[src/u8col_pkg.sv]
package u8col_pkg;

    localparam int BYTE_W = 8;
    localparam int COL_W  = 16;
    localparam int CP_W   = 21;
    localparam int ADD_W  = 4;

    localparam logic [COL_W-1:0] COL_MAX  = 16'hffff;
    localparam logic [ADD_W-1:0] TAB_STOP = 4'd8;
    localparam logic [CP_W-1:0]  CP_MAX   = 21'h10ffff;
    localparam logic [CP_W-1:0]  SURR_LO  = 21'h00d800;
    localparam logic [CP_W-1:0]  SURR_HI  = 21'h00dfff;
    localparam logic [CP_W-1:0]  MIN_2B   = 21'h000080;
    localparam logic [CP_W-1:0]  MIN_3B   = 21'h000800;
    localparam logic [CP_W-1:0]  MIN_4B   = 21'h010000;
    localparam logic [CP_W-1:0]  CP_TAB   = 21'h000009;

    // class of the pending sequence, which selects its smallest legal value
    localparam logic [1:0] CLASS_NONE = 2'd0;
    localparam logic [1:0] CLASS_2B   = 2'd1;
    localparam logic [1:0] CLASS_3B   = 2'd2;
    localparam logic [1:0] CLASS_4B   = 2'd3;

    function automatic logic [COL_W-1:0] sat_add(input logic [COL_W-1:0] t,
                                                 input logic [ADD_W-1:0] n);
        logic [COL_W:0] s;
        s = {1'b0, t} + {{(COL_W+1-ADD_W){1'b0}}, n};
        return s[COL_W] ? COL_MAX : s[COL_W-1:0];
    endfunction

    function automatic logic [1:0] cp_width(input logic [CP_W-1:0] v);
        logic [1:0] w;
        if (v inside {[21'h0300:21'h036f], [21'h1ab0:21'h1aff], [21'h1dc0:21'h1dff],
                      [21'h20d0:21'h20ff], [21'hfe20:21'hfe2f]}) begin
            w = 2'd0;
        end else if (v inside {[21'h1100:21'h115f], [21'h2329:21'h232a],
                               [21'h2e80:21'ha4cf], [21'hac00:21'hd7a3],
                               [21'hf900:21'hfaff], [21'hfe10:21'hfe19],
                               [21'hfe30:21'hfe6f], [21'hff00:21'hff60],
                               [21'hffe0:21'hffe6], [21'h20000:21'h3fffd]}) begin
            w = 2'd2;
        end else begin
            w = 2'd1;
        end
        return w;
    endfunction

    function automatic logic [COL_W-1:0] add_point(input logic [COL_W-1:0] t,
                                                   input logic [CP_W-1:0] v);
        logic [COL_W-1:0] r;
        if (v == CP_TAB) begin
            r = sat_add(t, TAB_STOP - {1'b0, t[2:0]});
        end else begin
            r = sat_add(t, {2'b00, cp_width(v)});
        end
        return r;
    endfunction

endpackage

[src/utf8_display_column_counter_top.sv]
// UTF-8 display column counter.
// Input stream: one text byte per beat on s_tdata, s_tlast marks the last
// byte of a text. Output stream: one beat per text on m_tdata carrying the
// total display columns (saturating at 65535), sent after the last byte.
// Each byte is decoded against the running UTF-8 sequence state; code
// points add 0, 1 or 2 columns, a tab moves to the next multiple of 8,
// malformed input counts one column per byte, and a NUL stops counting
// until the end of the text.
// Throughput: one byte per clock, but a last byte can wait (see Stalls). A
// byte is held in the input register and folded into the column state
// when it advances; for a last byte that same edge loads the total into
// the output register and raises m_tvalid.
// Stalls: a byte that is not last keeps flowing while a total waits in
// the output register; a last byte waits in the input register until the
// output register is free, which then holds s_tready low.
// Reset (aresetn low, synchronous) empties both registers and clears the
// column count and any pending sequence.
module utf8_display_column_counter_top (
    input  logic                          aclk,
    input  logic                          aresetn,
    input  logic                          s_tvalid,
    output logic                          s_tready,
    input  logic [u8col_pkg::BYTE_W-1:0]  s_tdata,   // [7:0] text_byte
    input  logic                          s_tlast,   // is_last
    output logic                          m_tvalid,
    input  logic                          m_tready,
    output logic [u8col_pkg::COL_W-1:0]   m_tdata    // [15:0] columns
);
    import u8col_pkg::*;

    logic              in_valid_reg;
    logic [BYTE_W-1:0] in_byte_reg;
    logic              in_last_reg;
    logic              advance;

    logic [COL_W-1:0]  total_reg,  total_next;
    logic [2:0]        need_reg,   need_next;
    logic [2:0]        seen_reg,   seen_next;
    logic [CP_W-1:0]   pv_reg,     pv_next;
    logic [1:0]        mc_reg,     mc_next;
    logic              stop_reg,   stop_next;
    logic [COL_W-1:0]  result;
    logic              relead;
    logic [CP_W-1:0]   min_val;

    logic              m_valid_reg;
    logic [COL_W-1:0]  m_data_reg;

    // a last byte needs a free output register, any other byte never waits
    assign advance  = in_valid_reg && (!in_last_reg || !m_valid_reg || m_tready);
    assign s_tready = !in_valid_reg || advance;
    assign m_tvalid = m_valid_reg;
    assign m_tdata  = m_data_reg;

    always_comb begin
        total_next = total_reg;
        need_next  = need_reg;
        seen_next  = seen_reg;
        pv_next    = pv_reg;
        mc_next    = mc_reg;
        stop_next  = stop_reg;
        relead     = 1'b0;
        min_val    = MIN_4B;
        result     = total_reg;
        if (!stop_reg) begin
            if (need_reg == 3'd0) begin
                relead = 1'b1;
            end else if (in_byte_reg[7:6] != 2'b10) begin
                // broken sequence: lead and continuations so far count one each
                total_next = sat_add(total_next, {1'b0, seen_reg} + 4'd1);
                need_next  = 3'd0;
                seen_next  = 3'd0;
                pv_next    = '0;
                mc_next    = CLASS_NONE;
                relead     = 1'b1;
            end else begin
                pv_next   = {pv_reg[CP_W-7:0], in_byte_reg[5:0]};
                seen_next = seen_reg + 3'd1;
                if (({1'b0, seen_next} + 4'd1) >= {1'b0, need_reg}) begin
                    case (mc_reg)
                        CLASS_2B: min_val = MIN_2B;
                        CLASS_3B: min_val = MIN_3B;
                        default:  min_val = MIN_4B;
                    endcase
                    if (pv_next < min_val || pv_next > CP_MAX ||
                        (pv_next >= SURR_LO && pv_next <= SURR_HI)) begin
                        total_next = sat_add(total_next, {1'b0, need_reg});
                    end else begin
                        total_next = add_point(total_next, pv_next);
                    end
                    need_next = 3'd0;
                    seen_next = 3'd0;
                    pv_next   = '0;
                    mc_next   = CLASS_NONE;
                end
            end
            if (relead) begin
                if (in_byte_reg == 8'h00) begin
                    stop_next = 1'b1;
                end else if (!in_byte_reg[7]) begin
                    total_next = add_point(total_next, {13'd0, in_byte_reg});
                end else if (in_byte_reg[7:5] == 3'b110) begin
                    need_next = 3'd2;
                    seen_next = 3'd0;
                    pv_next   = {16'd0, in_byte_reg[4:0]};
                    mc_next   = CLASS_2B;
                end else if (in_byte_reg[7:4] == 4'b1110) begin
                    need_next = 3'd3;
                    seen_next = 3'd0;
                    pv_next   = {17'd0, in_byte_reg[3:0]};
                    mc_next   = CLASS_3B;
                end else if (in_byte_reg[7:3] == 5'b11110) begin
                    need_next = 3'd4;
                    seen_next = 3'd0;
                    pv_next   = {18'd0, in_byte_reg[2:0]};
                    mc_next   = CLASS_4B;
                end else begin
                    total_next = sat_add(total_next, 4'd1);
                end
            end
        end
        if (in_last_reg) begin
            // text cut short inside a sequence
            if (!stop_next && need_next != 3'd0) begin
                total_next = sat_add(total_next, {1'b0, seen_next} + 4'd1);
            end
            result     = total_next;
            total_next = '0;
            need_next  = 3'd0;
            seen_next  = 3'd0;
            pv_next    = '0;
            mc_next    = CLASS_NONE;
            stop_next  = 1'b0;
        end
    end

    always_ff @(posedge aclk) begin
        if (!aresetn) begin
            in_valid_reg <= 1'b0;
        end else if (s_tready) begin
            in_valid_reg <= s_tvalid;
        end
        if (s_tvalid && s_tready) begin
            in_byte_reg <= s_tdata;
            in_last_reg <= s_tlast;
        end
    end

    always_ff @(posedge aclk) begin
        if (!aresetn) begin
            total_reg <= '0;
            need_reg  <= 3'd0;
            seen_reg  <= 3'd0;
            pv_reg    <= '0;
            mc_reg    <= CLASS_NONE;
            stop_reg  <= 1'b0;
        end else if (advance) begin
            total_reg <= total_next;
            need_reg  <= need_next;
            seen_reg  <= seen_next;
            pv_reg    <= pv_next;
            mc_reg    <= mc_next;
            stop_reg  <= stop_next;
        end
    end

    always_ff @(posedge aclk) begin
        if (!aresetn) begin
            m_valid_reg <= 1'b0;
        end else if (advance && in_last_reg) begin
            m_valid_reg <= 1'b1;
        end else if (m_tready) begin
            m_valid_reg <= 1'b0;
        end
        if (advance && in_last_reg) begin
            m_data_reg <= result;
        end
    end

    a_need_legal: assert property (@(posedge aclk) disable iff (!aresetn)
        need_reg == 3'd0 || need_reg == 3'd2 || need_reg == 3'd3 || need_reg == 3'd4)
        else $error("pending sequence length out of range");

    a_idle_clear: assert property (@(posedge aclk) disable iff (!aresetn)
        need_reg == 3'd0 |-> seen_reg == 3'd0 && pv_reg == '0 && mc_reg == CLASS_NONE)
        else $error("sequence state left over with no sequence pending");

    a_seen_bound: assert property (@(posedge aclk) disable iff (!aresetn)
        need_reg != 3'd0 |-> ({1'b0, seen_reg} + 4'd1) < {1'b0, need_reg})
        else $error("sequence should have completed");

    a_stop_idle: assert property (@(posedge aclk) disable iff (!aresetn)
        stop_reg |-> need_reg == 3'd0)
        else $error("sequence pending after stop");

    a_last_flush: assert property (@(posedge aclk) disable iff (!aresetn)
        advance && in_last_reg |=> m_tvalid && total_reg == '0 && !stop_reg)
        else $error("last byte did not emit total and clear state");

endmodule

[config.mk]
export PLATFORM = sky130hd
export DESIGN_NAME = utf8_display_column_counter_top
export DESIGN_NICKNAME = d
export VERILOG_FILES = /design/src/u8col_pkg.sv /design/src/utf8_display_column_counter_top.sv
export SDC_FILE = /design/constraint.sdc
export NUM_CORES = 1
export LEC_CHECK = 0
export BUFFER_PORTS_ARGS = -buffer_cell sky130_fd_sc_hd__buf_2
export CORE_MARGIN = 8
export CORE_UTILIZATION = 50
export CTS_CLUSTER_SIZE = 8
export DETAILED_ROUTE_END_ITERATION = 10
export HOLD_SLACK_MARGIN = 0.05
export PLACE_DENSITY = 0.67
export SKIP_CTS_REPAIR_TIMING = 1
export SLEW_MARGIN = 0
export SYNTH_ARGS = -nofsm -noshare
export SYNTH_HDL_FRONTEND = slang
export SYNTH_SLANG_ARGS = --single-unit
[constraint.sdc]
create_clock -name aclk -period 14.95 [get_ports aclk]
set_clock_uncertainty 0.15 [all_clocks]
set_input_delay 1.495 -clock aclk [delete_from_list [all_inputs] [get_ports aclk]]
set_output_delay 1.495 -clock aclk [all_outputs]
set_load 0.03 [all_outputs]
==> results.txt <==
The x dimension of the die was 144 µm. The type of the most critical hold path is register to register. In this run the worst setup path begins at in_byte_reg[3]$_DFFE_PP_.

Compared with the post-synthesis result, the final layout area differs by 6.65%. At the later pin of the worst-skew pair, clock insertion delay measures 0.34 ns. The share of the clock period used by the worst path was 74.9%. On the critical path the largest part of the delay comes from simple AND/OR/NAND/NOR gates.

The number of global-route vias before repair was 8646; the count of max-cap constraint violations was 0. The worst-case IR drop observed on VDD is 0.0703 mV. For this run, the post-layout net count is 1164. The H-tree was split into 3 levels. The clock-pin slew on the worst setup and hold paths is 0.06 ns, and the portion of the post-synthesis area used by sequential elements is 19.4%. For the total vias in the final route, the log shows 9486.

Entering global routing, the biggest net connects 45 pins. The run gives 1622 as the number of inserted filler cells in the final layout. The worst setup path is of the register to register kind. The overall power after layout is 523 µW. Before antenna repair, the detailed router went through 5 iterations.

The tools report the hold violation count in the final report as 0. In this run the worst path has a maximum fanout of 16. For the remaining max-slew budget at the tightest pin, the log shows 29.9%.

The number of max-slew violations in the final report is 0. Endpoint kind of the worst setup timing path: a register. 31 I/O pins were placed. The final-report setup violation count is 0. The tools report the total inserted antenna cells as 0. In this run the vertical extent of the chip is 144 µm. By count the netlist is led by 126 x sky130_fd_sc_hd__nand2_1, 94 x sky130_fd_sc_hd__nor2_1, 67 x sky130_fd_sc_hd__a21oi_1. In this run the static leakage power is 2.95 nW. In the synthesized netlist the dominant register cell turns out to be sky130_fd_sc_hd__dfxtp_1.

The number of clock buffers added by TritonCTS is 9. The run gives 31200 µm as the routed wire length. In this run, the number of DRC markers left after iteration 0 of detailed routing was 1508. TritonCTS built the clock tree. For the global-route congestion overflow total, the log shows 0. The worst setup path is launched from a register. The share of synthesized flip-flops with an asynchronous set or reset works out to 0%. Yosys mapped a number of flops with a built-in enable equal to 25.

In this run the register-to-register setup slack is 3.75 ns. On the critical path, the stage with the largest delay is an instance of sky130_fd_sc_hd__o41ai_1. The number of cells on the critical path was 40. The maximum buffer depth of the clock tree was 2. The total number of yosys warnings was 0; the aggregate global-route resource usage was 30.3%. Routability-driven placement finished with a final weighted congestion of 1.02. The maximum clock rate is 89.3 MHz.

The placed wire-length estimate is 23500 µm. The area inside the core boundary is 16300 µm², and the setup TNS is 0 ns. Yosys mapped the design onto 95 distinct sky130hd cell types.

After detailed routing, the number of vias per cell comes to 7.07. The share of synthesized area in the top cell type comes to 10.2%. Library cell occupying the most area in the post-synthesis netlist: sky130_fd_sc_hd__dfxtp_1. By area the synthesized netlist is led by sky130_fd_sc_hd__dfxtp_1 10%, sky130_fd_sc_hd__edfxtp_1 9.1%, sky130_fd_sc_hd__nand2_1 5.8%. The flow ran to the end, and the final reports show no timing, DRC or antenna violations.

Data on the critical path arrives at its endpoint at 11.14 ns. The required time of the critical path is 14.89 ns, and the global-route wire length before repair is 49300 µm. Total clock sinks: 67. The tree is rooted in a sky130_fd_sc_hd__clkbuf_16.

The detailed-route wire length per cell works out to 23.2 µm. In this run the critical register-to-register path is captured at m_tdata[14]$_DFFE_PP_. The most common cell in the synthesized netlist is sky130_fd_sc_hd__nand2_1. The slew of the pin with the lowest slew margin is 1.05 ns. The residual DRC count was 0; the buffer and inverter count on the worst path was 4.

The peak per-stage delay on the critical path is 0.80 ns, and the starting density of the core is 50.3%. The tools report the total number of placement rows as 47. In this run the remaining antenna-violating nets after routing total 0.

The logic depth of the worst register-to-register path was 40; the number of antenna violations at the first check in global routing was 0. The routed design could run at a clock period as short as 11.20 ns. The critical register-to-register path startpoint is in_byte_reg[3]$_DFFE_PP_.

Setup repair after global routing left no endpoint under its margin. For the post-synth net total, the log shows 1183. The most critical setup path has its endpoint at m_tdata[14]$_DFFE_PP_.

The mean post-synth cell area works out to 7.24 µm². Cells with a size suffix above 1 make up 10.4% of the layout. For this design the ratio of total power to cell area is 59.7 nW/µm². Mapped cell area: 8220 µm². Synthesis produced a netlist whose cell count is 1136.

The die covers 20800 µm². Synthesis inferred 67 register bits. Buffers placed on the I/O ports in this run total 30.
==> logic make-up (layout without fill, tap and decap cells) <==
| kind of cell | count (synthesis) | count (layout) | synth area share [%] |
|---|---|---|---|
| AOI/OAI and AO/OA | 368 | 368 | 31.4 |
| buffers and inverters | 111 | 97 | 5.48 |
| DFF | 67 | 67 | 19.4 |
| xor gates and xnor gates | 33 | 33 | 3.52 |
| muxes | 13 | 13 | 1.81 |
| adders and majority gates | 34 | 34 | 5.54 |
| and+or+nand+nor | 510 | 510 | 32.9 |
==> final cells by class <==
| cell class | count | area, µm² | area share (%) |
|---|---|---|---|
| Clock buffer | 9 | 225 | 2.57 |
| Clock inverter | 7 | 98.8 | 1.13 |
| Inverter | 36 | 135 | 1.54 |
| Multi-Input combinational cell | 958 | 6180 | 70.5 |
| Sequential cell | 67 | 1590 | 18.2 |
| Tap cell | 220 | 275 | 3.14 |
| Timing Repair Buffer | 45 | 263 | 3.00 |
==> routing by layer <==
layer	vias up	routed length [µm]	global-route usage [%]
li1	4286	-	-
met1	4423	12900	41.2
met2	662	13500	46.1
met3	115	3260	4.85
met4	0	1450	13.9
met5	-	0	0
==> power breakdown <==
| group | switching (mW) | internal (mW) |
|---|---|---|
| logic | 0.0541 | 0.0285 |
| registers | 0.00891 | 0.194 |
| clock network | 0.0904 | 0.147 |
| total | 0.153 | 0.370 |
==> worst register-to-register path: cells and delay by family, from the launching register on <==
| kind | cells | cell delay (ns) |
|---|---|---|
| AOI/OAI and AO/OA | 17 | 3.79 |
| buffers and inverters | 4 | 0.51 |
| and+or+nand+nor | 15 | 4.36 |
| DFF | 1 | 0.64 |
| adders and majority gates | 4 | 1.53 |
==> metrics by stage <==
step	hold slack (ns)	std cells	util, %	area (µm²)	worst slack [ns]
6_report	0.343	1342	53.6	8770	3.75
5_1_grt	0.354	1342	53.6	8770	2.88
4_1_cts	0.346	1342	53.6	8770	4.02
3_5_place_dp	0.340	1326	51.6	8440	4.11
3_3_place_gp	0.334	1326	51.6	8440	4.43
2_1_floorplan	0.308	1136	-	8220	5.81
==> how the worst min path moves through the flow <==
stage	startpoint	endpoint	slack, ns	depth (start not counted)
final	mc_reg[1]$_SDFFE_PN0P_	mc_reg[1]$_SDFFE_PN0P_	0.34	2
after floorplan	mc_reg[1]$_SDFFE_PN0P_	mc_reg[1]$_SDFFE_PN0P_	0.31	2
after global placement	mc_reg[1]$_SDFFE_PN0P_	mc_reg[1]$_SDFFE_PN0P_	0.33	2
after global routing	mc_reg[1]$_SDFFE_PN0P_	mc_reg[1]$_SDFFE_PN0P_	0.35	2
after detailed placement	mc_reg[1]$_SDFFE_PN0P_	mc_reg[1]$_SDFFE_PN0P_	0.34	2
after CTS	mc_reg[1]$_SDFFE_PN0P_	mc_reg[1]$_SDFFE_PN0P_	0.35	2
==> cells in the final DEF (no fill, tap or decap), types with 16 or more instances in the layout <==
cell	n
sky130_fd_sc_hd__nand2_1	126
sky130_fd_sc_hd__nor2_1	94
sky130_fd_sc_hd__a21oi_1	67
sky130_fd_sc_hd__o21ai_0	64
sky130_fd_sc_hd__nor3_1	60
sky130_fd_sc_hd__nor2b_1	42
sky130_fd_sc_hd__dfxtp_1	42
sky130_fd_sc_hd__inv_1	34
sky130_fd_sc_hd__nand3_1	33
sky130_fd_sc_hd__ha_1	30
sky130_fd_sc_hd__buf_2	30
sky130_fd_sc_hd__a31oi_1	29
sky130_fd_sc_hd__a22oi_1	25
sky130_fd_sc_hd__edfxtp_1	25
sky130_fd_sc_hd__nand4_1	23
sky130_fd_sc_hd__o22ai_1	22
sky130_fd_sc_hd__nor4_1	20
sky130_fd_sc_hd__xnor2_1	20
sky130_fd_sc_hd__and3_1	18
sky130_fd_sc_hd__and2_1	17
sky130_fd_sc_hd__o211ai_1	16
sky130_fd_sc_hd__a211oi_1	16
Note: power is estimated with default switching activity, not from simulation.
